File: src/hw/rtl/mpq_pkg.sv
// Shared types and constants for the max priority queue.
package mpq_pkg;

	localparam int DATA_W       = 32;
	localparam int OCC_W        = 5;
	localparam int DEF_CAPACITY = 16;

	typedef enum logic [1:0] {
		ST_OK    = 2'd0,
		ST_EMPTY = 2'd1,
		ST_FULL  = 2'd2
	} status_t;

	typedef enum logic {
		REQ_ENQ = 1'b0,
		REQ_DEQ = 1'b1
	} req_t;

	typedef struct packed {
		req_t                      req_type;
		logic signed [DATA_W-1:0]  value;
	} mpq_req_t;

	typedef struct packed {
		status_t                   status;
		logic signed [DATA_W-1:0]  removed_value;
		logic [OCC_W-1:0]          occupancy;
	} mpq_res_t;

	typedef struct packed {
		logic busy;
		logic done;
	} mpq_ctl_t;

endpackage

File: src/hw/rtl/mpq_engine.sv
// Storage and scan/compact sequencer of the max priority queue.
module mpq_engine #(
	parameter int CAPACITY = mpq_pkg::DEF_CAPACITY
) (
	input  logic              clk,
	input  logic              arst_n,
	input  logic              start,
	input  mpq_pkg::mpq_req_t req,
	input  logic              take,
	output mpq_pkg::mpq_ctl_t ctl,
	output mpq_pkg::mpq_res_t res
);
	import mpq_pkg::*;

	localparam int AW = $clog2(CAPACITY);
	localparam int CW = $clog2(CAPACITY + 1);

	typedef enum logic [1:0] {
		S_IDLE,
		S_SCAN,
		S_SHIFT,
		S_DONE
	} state_t;

	state_t                   state_q;
	logic [CW-1:0]            cnt_q;
	logic [CW-1:0]            rd_idx_q;
	logic                     first_q;
	logic [AW-1:0]            best_idx_q;
	logic signed [DATA_W-1:0] best_val_q;
	mpq_res_t                 res_q;

	logic signed [DATA_W-1:0] mem [CAPACITY];
	logic signed [DATA_W-1:0] rdata_s1;
	logic [AW-1:0]            ridx_s1;
	logic                     rvalid_s1;

	logic                     issue;
	logic                     upd;
	logic [AW-1:0]            fin_idx;
	logic signed [DATA_W-1:0] fin_val;
	logic                     scan_end;
	logic                     full;
	logic                     we;
	logic [AW-1:0]            wa;
	logic signed [DATA_W-1:0] wd;

	// Issue one read a cycle while scanning or compacting
	assign issue = ((state_q == S_SCAN) || (state_q == S_SHIFT)) && (rd_idx_q < cnt_q);

	// Compare unit: strict greater keeps the earliest of equal maxima
	assign upd     = rvalid_s1 && (first_q || (rdata_s1 > best_val_q));
	assign fin_idx = upd ? ridx_s1 : best_idx_q;
	assign fin_val = upd ? rdata_s1 : best_val_q;
	assign scan_end = rvalid_s1 && (CW'(ridx_s1) == (cnt_q - CW'(1)));

	assign full = (cnt_q == CW'(CAPACITY));

	// Write port: append on enqueue, move one word down while compacting
	always_comb begin
		we = 1'b0;
		wa = ridx_s1 - AW'(1);
		wd = rdata_s1;
		if (state_q == S_IDLE && start && req.req_type == REQ_ENQ && !full) begin
			we = 1'b1;
			wa = cnt_q[AW-1:0];
			wd = req.value;
		end else if (state_q == S_SHIFT && rvalid_s1) begin
			we = 1'b1;
		end
	end

	// Memory with registered read
	always_ff @(posedge clk) begin
		rdata_s1 <= mem[rd_idx_q[AW-1:0]];
		ridx_s1  <= rd_idx_q[AW-1:0];
		if (we) begin
			mem[wa] <= wd;
		end
	end

	// Sequencer
	always_ff @(posedge clk or negedge arst_n) begin
		if (!arst_n) begin
			state_q    <= S_IDLE;
			cnt_q      <= '0;
			rd_idx_q   <= '0;
			rvalid_s1  <= 1'b0;
			first_q    <= 1'b0;
			best_idx_q <= '0;
			best_val_q <= '0;
			res_q      <= '0;
		end else begin
			rvalid_s1 <= issue;
			if (issue) begin
				rd_idx_q <= rd_idx_q + CW'(1);
			end
			unique case (state_q)
				S_IDLE: begin
					if (start) begin
						res_q.removed_value <= '0;
						state_q             <= S_DONE;
						if (req.req_type == REQ_ENQ) begin
							if (full) begin
								res_q.status    <= ST_FULL;
								res_q.occupancy <= OCC_W'(cnt_q);
							end else begin
								res_q.status    <= ST_OK;
								res_q.occupancy <= OCC_W'(cnt_q + CW'(1));
								cnt_q           <= cnt_q + CW'(1);
							end
						end else if (cnt_q == '0) begin
							res_q.status    <= ST_EMPTY;
							res_q.occupancy <= '0;
						end else begin
							rd_idx_q <= '0;
							first_q  <= 1'b1;
							state_q  <= S_SCAN;
						end
					end
				end
				S_SCAN: begin
					if (rvalid_s1) begin
						first_q    <= 1'b0;
						best_idx_q <= fin_idx;
						best_val_q <= fin_val;
					end
					if (scan_end) begin
						rd_idx_q <= CW'(fin_idx) + CW'(1);
						state_q  <= S_SHIFT;
					end
				end
				S_SHIFT: begin
					// Last move, if any, is written on this same edge
					if (rd_idx_q >= cnt_q) begin
						cnt_q               <= cnt_q - CW'(1);
						res_q.status        <= ST_OK;
						res_q.removed_value <= best_val_q;
						res_q.occupancy     <= OCC_W'(cnt_q - CW'(1));
						state_q             <= S_DONE;
					end
				end
				S_DONE: begin
					if (take) begin
						state_q <= S_IDLE;
					end
				end
				default: state_q <= S_IDLE;
			endcase
		end
	end

	assign ctl.busy = (state_q != S_IDLE);
	assign ctl.done = (state_q == S_DONE);
	assign res      = res_q;

	// Count stays within the store
	a_cnt_range: assert property (@(posedge clk) disable iff (!arst_n)
		cnt_q <= CW'(CAPACITY))
		else $error("entry count above capacity");

	// A new request only arrives while idle
	a_start_idle: assert property (@(posedge clk) disable iff (!arst_n)
		start |-> state_q == S_IDLE)
		else $error("request started while busy");

	// A finished word holds until taken
	a_done_hold: assert property (@(posedge clk) disable iff (!arst_n)
		(state_q == S_DONE && !take) |=> (state_q == S_DONE && $stable(res_q)))
		else $error("result changed before it was taken");

	// Compaction never writes below the removed slot or at slot zero from a read of zero
	a_move_addr: assert property (@(posedge clk) disable iff (!arst_n)
		(state_q == S_SHIFT && rvalid_s1) |-> (ridx_s1 > best_idx_q))
		else $error("compaction move out of range");

endmodule

File: src/hw/rtl/max_priority_queue.sv
// Top level of the bounded max priority queue of signed 32-bit words.
//
// Input channel (in_valid / in_stall) carries one request word: req_type 0
// appends value, req_type 1 removes the greatest stored value (earliest of
// equal maxima first). Output channel (out_valid / out_stall) returns one
// word per request: status, removed_value and occupancy after the request.
// The block handles one request at a time; in_stall is high from accept
// until the result has moved into the output register.
// Enqueue and the empty/full cases: the result is registered as the
// sequencer goes straight to its done state. Dequeue with n stored words:
// one read a cycle through the single read port for the scan of all n
// words, then one word moved a cycle to close the gap above the removed
// slot; the result then moves from the done state to the output register.
// A stalled output holds its word; the next result waits in the sequencer
// and the input stays stalled. Reset empties the queue at once.
module max_priority_queue #(
	parameter int CAPACITY = mpq_pkg::DEF_CAPACITY
) (
	input  logic                              clk,
	input  logic                              arst_n,
	input  logic                              in_valid,
	output logic                              in_stall,
	input  logic                              req_type,
	input  logic signed [mpq_pkg::DATA_W-1:0] value,
	output logic                              out_valid,
	input  logic                              out_stall,
	output logic [1:0]                        status,
	output logic signed [mpq_pkg::DATA_W-1:0] removed_value,
	output logic [mpq_pkg::OCC_W-1:0]         occupancy
);
	import mpq_pkg::*;

	mpq_req_t req;
	mpq_ctl_t ctl;
	mpq_res_t res;
	logic     start;
	logic     take;
	logic     out_valid_q;
	mpq_res_t out_q;

	assign req.req_type = req_t'(req_type);
	assign req.value    = value;
	assign in_stall     = ctl.busy;
	assign start        = in_valid && !ctl.busy;
	assign take         = ctl.done && (!out_valid_q || !out_stall);

	mpq_engine #(
		.CAPACITY(CAPACITY)
	) u_engine (
		.clk   (clk),
		.arst_n(arst_n),
		.start (start),
		.req   (req),
		.take  (take),
		.ctl   (ctl),
		.res   (res)
	);

	// Advance or drop the output word
	always_ff @(posedge clk or negedge arst_n) begin
		if (!arst_n) begin
			out_valid_q <= 1'b0;
		end else if (take) begin
			out_valid_q <= 1'b1;
		end else if (!out_stall) begin
			out_valid_q <= 1'b0;
		end
	end

	// Load the output word
	always_ff @(posedge clk) begin
		if (take) begin
			out_q <= res;
		end
	end

	assign out_valid     = out_valid_q;
	assign status        = out_q.status;
	assign removed_value = out_q.removed_value;
	assign occupancy     = out_q.occupancy;

endmodule
File: config.mk
export PLATFORM = sky130hd
export DESIGN_NAME = max_priority_queue
export DESIGN_NICKNAME = d
export VERILOG_FILES = /design/src/hw/rtl/mpq_pkg.sv /design/src/hw/rtl/mpq_engine.sv /design/src/hw/rtl/max_priority_queue.sv
export SDC_FILE = /design/constraint.sdc
export NUM_CORES = 1
export LEC_CHECK = 0
export BUFFER_PORTS_ARGS = -buffer_cell sky130_fd_sc_hd__buf_2
export CORE_MARGIN = 2
export CORE_UTILIZATION = 35
export DETAILED_ROUTE_END_ITERATION = 8
export MAX_ROUTING_LAYER = met4
export SYNTH_ARGS = -nofsm -noshare
export SYNTH_HDL_FRONTEND = slang
export SYNTH_SLANG_ARGS = --single-unit
File: constraint.sdc
create_clock -name clk -period 4.4 [get_ports clk]
set_clock_uncertainty 0.15 [all_clocks]
set_input_delay 0.66 -clock clk [delete_from_list [all_inputs] [get_ports clk]]
set_output_delay 0.66 -clock clk [all_outputs]
set_load 0.01 [all_outputs]
==> impl_metrics.json, run 1 <==
{
  "slew_headroom_pct": 21.3,
  "start_kind": "flop",
  "synth_area_leaders": "edfxtp_1 62%, mux4_2 14%, dfrtp_1 8.4%, dfxtp_1 2.7%, ha_1 2.2%",
  "grt_pass1_wl_um": 88700,
  "hpwl_um": 34000,
  "htree_levels": 3,
  "synth_warnings": 0,
  "drive_gt1_share_pct": 31.0,
  "rsz0062_at_grt": "false",
  "mostFrequentLayoutCells": "551 x edfxtp_1, 160 x mux4_2, 86 x dfrtp_1, 76 x buf_2, 71 x clkbuf_16",
  "instances_no_fill": 2503,
  "crit_slowest_cell": "nor4_1",
  "final_area_um2": 31100,
  "io_buffer_count": 77,
  "synth-edff-count": 551,
  "critPathMaxStageDelay_ns": 0.50,
  "grt_use_total_pct": 15.8,
  "wl_um": 58800,
  "fin_setup_tns_ns": 0,
  "ctsResizeCount": 0,
  "rows": 101,
  "setup_violations": 0,
  "cts_buffers": 68,
  "routedWlPerCell_um": 23.5,
  "postSynthCellCount": 1333,
  "p_per_area_nw_per_um2": 708,
  "dr.pass1.iters": 5,
  "end_kind": "flop",
  "vdd_drop_max_uv": 614,
  "vias": 13000,
  "syn-num-nets": 1417,
  "clock.fmax_ghz": 0.249,
  "max_slew.worst_pin.slew_ns": 1.18,
  "io_pins": 78,
  "drc_errors": 0,
  "die_area_um2": 78400,
  "fp.dieW_um": 280,
  "clock_path_buffers": 3,
  "worstPathMaxFanout": 12,
  "grt_pass1_vias": 13500,
  "cp.arrival_ns": 4.33,
  "path_class": "flop to flop",
  "coreArea_um2": 75700,
  "dp.cells": 2375,
  "nets": 1552,
  "place_area_um2": 28800,
  "avgSynthCellArea_um2": 20.0,
  "cts_tree": "built",
  "viasPerCell": 5.19,
  "utilization_pct": 41.1,
  "syn-cell-area_um2": 26700,
  "period_share_pct": 91.3,
  "area_growth_pct": 16.5,
  "cts.sink_count": 677,
  "power.leakage_nw": 10.6,
  "dr.first_iter.drc_count": 1026,
  "antenna_found_initial": 6,
  "path_cells": "inv_1 -> ha_1 -> nand4_1 -> nor4_1 -> nand2_1 -> nor4_1 -> a211o_1 -> or3_1 -> nand2_1 -> ha_1 -> nor2b_1 -> o221a_2 -> or4_1",
  "drv_slew": 0,
  "start_util_pct": 35.2,
  "yosysTopAreaCellShare_pct": 62.0,
  "yosysTopAreaCell": "edfxtp_1",
  "ant_nets": 0,
  "gp_congestion": 0.846,
  "grt_max_degree": 133,
  "synthArstFlopShare_pct": 13.3,
  "worstHoldPathType": "input pin to flop",
  "clk_pin_slew_ns": 0.06,
  "required_ns": 4.72,
  "ys_seq_area_share_pct": 73.2,
  "clkLatencyLatePin_ns": 0.60,
  "cap_viol_max_count": 0,
  "n_fill_cell": 6578,
  "cts_root_buf": "clkbuf_16",
  "hold_viol_final": 0,
  "period_minus_slack_ns": 4.02,
  "power_w": 0.0220,
  "synth_ff_type": "edfxtp_1",
  "yosysUniqueCellTypes": 56,
  "overflow": 0,
  "layout_commonest_cell": "edfxtp_1",
  "die_y_um": 280,
  "status": "finished clean",
  "synth.ff_latch_count": 677
}
worst max-delay path, delay by kind of cell, from the launching register on:
family | cells | cell delay (ns)
AOI/OAI and AO/OA | 2 | 0.56
buffers and inverters | 1 | 0.05
DFF | 1 | 0.37
and+or+nand+nor | 8 | 2.14
adders and majority gates | 2 | 0.61
synth_stat cells (4+ instances only):
cell and instances:
dfxtp_1 36, xor2_1 7, inv_1 47, nor2b_1 4, mux2_2 32, nor4_1 7, ha_1 47, a21o_1 5
nand4_1 7, nor2_1 36, nor4b_1 5, buf_1 19, mux2_4 30, edfxtp_1 551, xnor2_1 11, nand2b_1 8
or3_1 4, nor3_1 5, dfrtp_1 90, a22o_1 32, mux2_1 4, nand2_1 43, o21ai_0 24, buf_6 4
mux4_2 160, clkbuf_1 38, nand3_1 8, a31oi_1 6, a21oi_1 20
sequential cells by signal (all words and copies together), names as in the netlist:
name and count:
u_engine.best_val_q 32, out_valid 1, u_engine.rdata_s1 32, u_engine.best_idx_q 4, u_engine.res 39, u_engine.mem 512
u_engine.rd_idx_q 5, u_engine.ridx_s1 4, u_engine.state_q 2, removed_value 32, status 2, u_engine.rvalid_s1 1
occupancy 5, u_engine.first_q 1, u_engine.cnt_q 5
kinds of logic (layout without fill, tap and decap cells):
| group | after synthesis | count (layout) | synth area share (%) |
|---|---|---|---|
| and+or+nand+nor | 138 | 138 | 2.50 |
| AOI/OAI and AO/OA | 115 | 115 | 3.04 |
| buffers and inverters | 109 | 297 | 1.65 |
| adders and majority gates | 47 | 47 | 2.20 |
| other | 0 | 4 | 0 |
| DFF | 677 | 677 | 73.2 |
| xor gates and xnor gates | 18 | 18 | 0.591 |
| muxes | 229 | 229 | 16.8 |
through the flow:
stage | worst slack (ns) | hold WS [ns]
final | 0.384 | 0.184
after global routing | 0.171 | 0.207
after CTS | 0.382 | 0.153
after detailed placement | 0.384 | 0.283
after global placement | 0.514 | 0.282
after floorplan | 0.217 | 0.214
report_power, final:
| group | switching [W] | internal (W) | total (W) |
|---|---|---|---|
| Sequential | 0.000662 | 0.00885 | 0.00951 |
| Clock | 0.00237 | 0.00337 | 0.00575 |
| Combinational | 0.00377 | 0.00298 | 0.00674 |
cell type report:
| type | count | area, um^2 | area share, % |
|---|---|---|---|
| timing repair buffer | 127 | 1080 | 3.47 |
| inverter | 47 | 176 | 0.568 |
| tap | 978 | 1220 | 3.94 |
| multi-input combinational | 547 | 6850 | 22.0 |
| clock buffer | 91 | 1880 | 6.05 |
| clock inverter | 32 | 330 | 1.06 |
| sequential | 677 | 19500 | 62.8 |
| antenna | 4 | 10.0 | 0.0322 |
repair_timing:
item,4_1_cts,5_1_grt
setup buffers,0,0
hold buffers,1,0
endpoints found under the hold margin,2,0
layer usage:
metal / GRT usage (%) / vias up / wire (um)
li1: - / 5690 / -
met1: 20.5 / 6926 / 25400
met2: 25.5 / 306 / 29500
met3: 2.61 / 70 / 2840
met4: 4.88 / 0 / 1120
met5: - / - / 0
path summary, 6_finish.rpt:
check,from,end,slack (ns),cells past startpoint
hold / removal,out_stall,out_valid,0.18,2
setup / recovery,u_engine.best_val_q[31],u_engine.rd_idx_q[2],0.38,13
max in group asynchronous,arst_n,u_engine.res[27],2.58,3
setup reg to reg,u_engine.best_val_q[31],u_engine.rd_idx_q[2],0.38,13
hold reg to reg,u_engine.res[3],occupancy[3],0.28,0
min in group asynchronous,arst_n,u_engine.res[15],0.55,2
(Power assumes the default switching activity.)
==> run 2: changes to the inputs <==
- MAX_ROUTING_LAYER: met4 -> unset
==> run 2 against run 1 <==
- die area is the same
- critical path depth is the same
- clock power is essentially flat
- total power is essentially flat
- non-clock buffer count is the same
- worst hold slack is essentially flat
- sequential power is essentially flat
- largest cell class unchanged
- largest power group unchanged
- combinational power is essentially flat
==> impl_metrics.json, run 2 (same netlist as run 1, synthesis figures left out) <==
{
  "status": "finished clean",
  "setup_ws_ns": 0.336,
  "end_kind": "flop",
  "dr.first_iter.drc_count": 1048,
  "dr.pass1.iters": 5,
  "ant_nets": 0,
  "overflow": 0,
  "worstHoldPathType": "input pin to flop",
  "wl_um": 59000,
  "antenna_found_initial": 6,
  "grt_use_total_pct": 15.3,
  "clk_pin_slew_ns": 0.06,
  "dp_slack_ns": 0.384,
  "diodes": 0,
  "p_per_area_nw_per_um2": 708,
  "clkLatencyLatePin_ns": 0.60,
  "nets": 1552,
  "rows": 101,
  "cts_buffers": 68,
  "gp_congestion": 0.833,
  "io_buffer_count": 77,
  "clock.fmax_ghz": 0.246,
  "area_growth_pct": 16.5,
  "coreArea_um2": 75700,
  "power.leakage_nw": 10.6,
  "grt_max_degree": 133,
  "cap_viol_max_count": 0,
  "grt_pass1_vias": 13500,
  "setup_violations": 0,
  "hpwl_um": 34000,
  "power_w": 0.0220,
  "period_share_pct": 92.4,
  "drv_slew": 0,
  "start_util_pct": 35.2,
  "max_slew.worst_pin.slew_ns": 1.17,
  "largest_reg_flops": 512,
  "clock_path_buffers": 3,
  "cts_root_buf": "clkbuf_16",
  "routedWlPerCell_um": 23.6,
  "cts_tree": "built",
  "viasPerCell": 5.21,
  "fin_setup_tns_ns": 0,
  "vias": 13000,
  "layout_commonest_cell": "edfxtp_1",
  "worstPathMaxFanout": 12,
  "vdd_drop_max_uv": 616,
  "ctsResizeCount": 0,
  "hold_viol_final": 0,
  "cts.sink_count": 677,
  "drive_gt1_share_pct": 31.0,
  "top_register": "u_engine.mem",
  "die_area_um2": 78400,
  "required_ns": 4.72,
  "io_pins": 78,
  "mostFrequentLayoutCells": "551 x edfxtp_1, 160 x mux4_2, 86 x dfrtp_1, 76 x buf_2, 71 x clkbuf_16",
  "drc_errors": 0,
  "htree_levels": 3,
  "path_class": "flop to flop",
  "period_minus_slack_ns": 4.06,
  "rsz0062_at_grt": "false",
  "fp.dieW_um": 280,
  "die_y_um": 280,
  "cp.arrival_ns": 4.38,
  "grt_pass1_wl_um": 88600,
  "start_kind": "flop",
  "slew_headroom_pct": 21.3
}
## run 2: changes by cell type in the layout (fill, tap and decap cells not counted), sizes merged
cell	before	now
diode	4	0
## run 2: cell type report
type | instances | area [um^2]
Sequential cell | 677 | 19500
Clock buffer | 91 | 1880
Inverter | 47 | 176
Timing Repair Buffer | 127 | 1080
Multi-Input combinational cell | 547 | 6850
Fill cell | 6579 | 44600
Clock inverter | 32 | 330
Tap cell | 978 | 1220
## run 2: metrics by stage
| step | hold slack [ns] | cell area, um^2 | utilization (%) | cells |
|---|---|---|---|---|
| 6_report | 0.184 | 31100 | 41.0 | 2499 |
| 5_1_grt | 0.207 | 31100 | 41.0 | 2499 |
| 3_5_place_dp | 0.283 | 28800 | 38.1 | 2375 |
| 3_3_place_gp | 0.282 | 28800 | 38.1 | 2375 |
| 4_1_cts | 0.153 | 31100 | 41.0 | 2499 |
| 2_1_floorplan | 0.214 | 26700 | - | 1333 |
## run 2: metal layers
| layer | share of wire [%] | GRT usage, % | routed length (um) | vias to the layer above |
|---|---|---|---|---|
| met5 | 0.058 | 0 | 34 | - |
| met2 | 50 | 25.6 | 29700 | 345 |
| met4 | 1.8 | 4.85 | 1090 | 6 |
| met1 | 43 | 20.6 | 25300 | 6916 |
| li1 | - | - | - | 5685 |
| met3 | 4.8 | 2.49 | 2820 | 69 |
## run 2: final timing paths
check                      cells past startpoint  slack [ns]                    start              endpoint
setup / recovery                              13        0.34  u_engine.best_val_q[31]  u_engine.rd_idx_q[2]
hold / removal                                 2        0.18                out_stall             out_valid
setup reg to reg                              13        0.34  u_engine.best_val_q[31]  u_engine.rd_idx_q[2]
hold reg to reg                                0        0.28          u_engine.res[3]          occupancy[3]
max in group asynchronous                      3        2.57                   arst_n      u_engine.res[27]
min in group asynchronous                      2        0.55                   arst_n       u_engine.res[9]
## run 2: power breakdown
| part | switching [W] | total, W | internal, W |
|---|---|---|---|
| Combinational | 0.00378 | 0.00675 | 0.00297 |
| Clock | 0.00237 | 0.00574 | 0.00337 |
| Sequential | 0.000667 | 0.00952 | 0.00885 |
| Total | 0.00681 | 0.0220 | 0.0152 |
## run 2: worst max-delay path, stage by stage, from the launching register on
cell and delay (ns):
dfrtp_1 0.37, inv_1 0.06, ha_1 0.35, nand4_1 0.20, nor4_1 0.52, nand2_1 0.21
nor4_1 0.30, a211o_1 0.34, or3_1 0.22, nand2_1 0.08, ha_1 0.26, nor2b_1 0.15
o221a_2 0.22, or4_1 0.51
## run 2: repair_timing
item	in CTS	in global routing
hold endpoints to repair	2	0
setup buffers	0	0
hold buffers	1	0
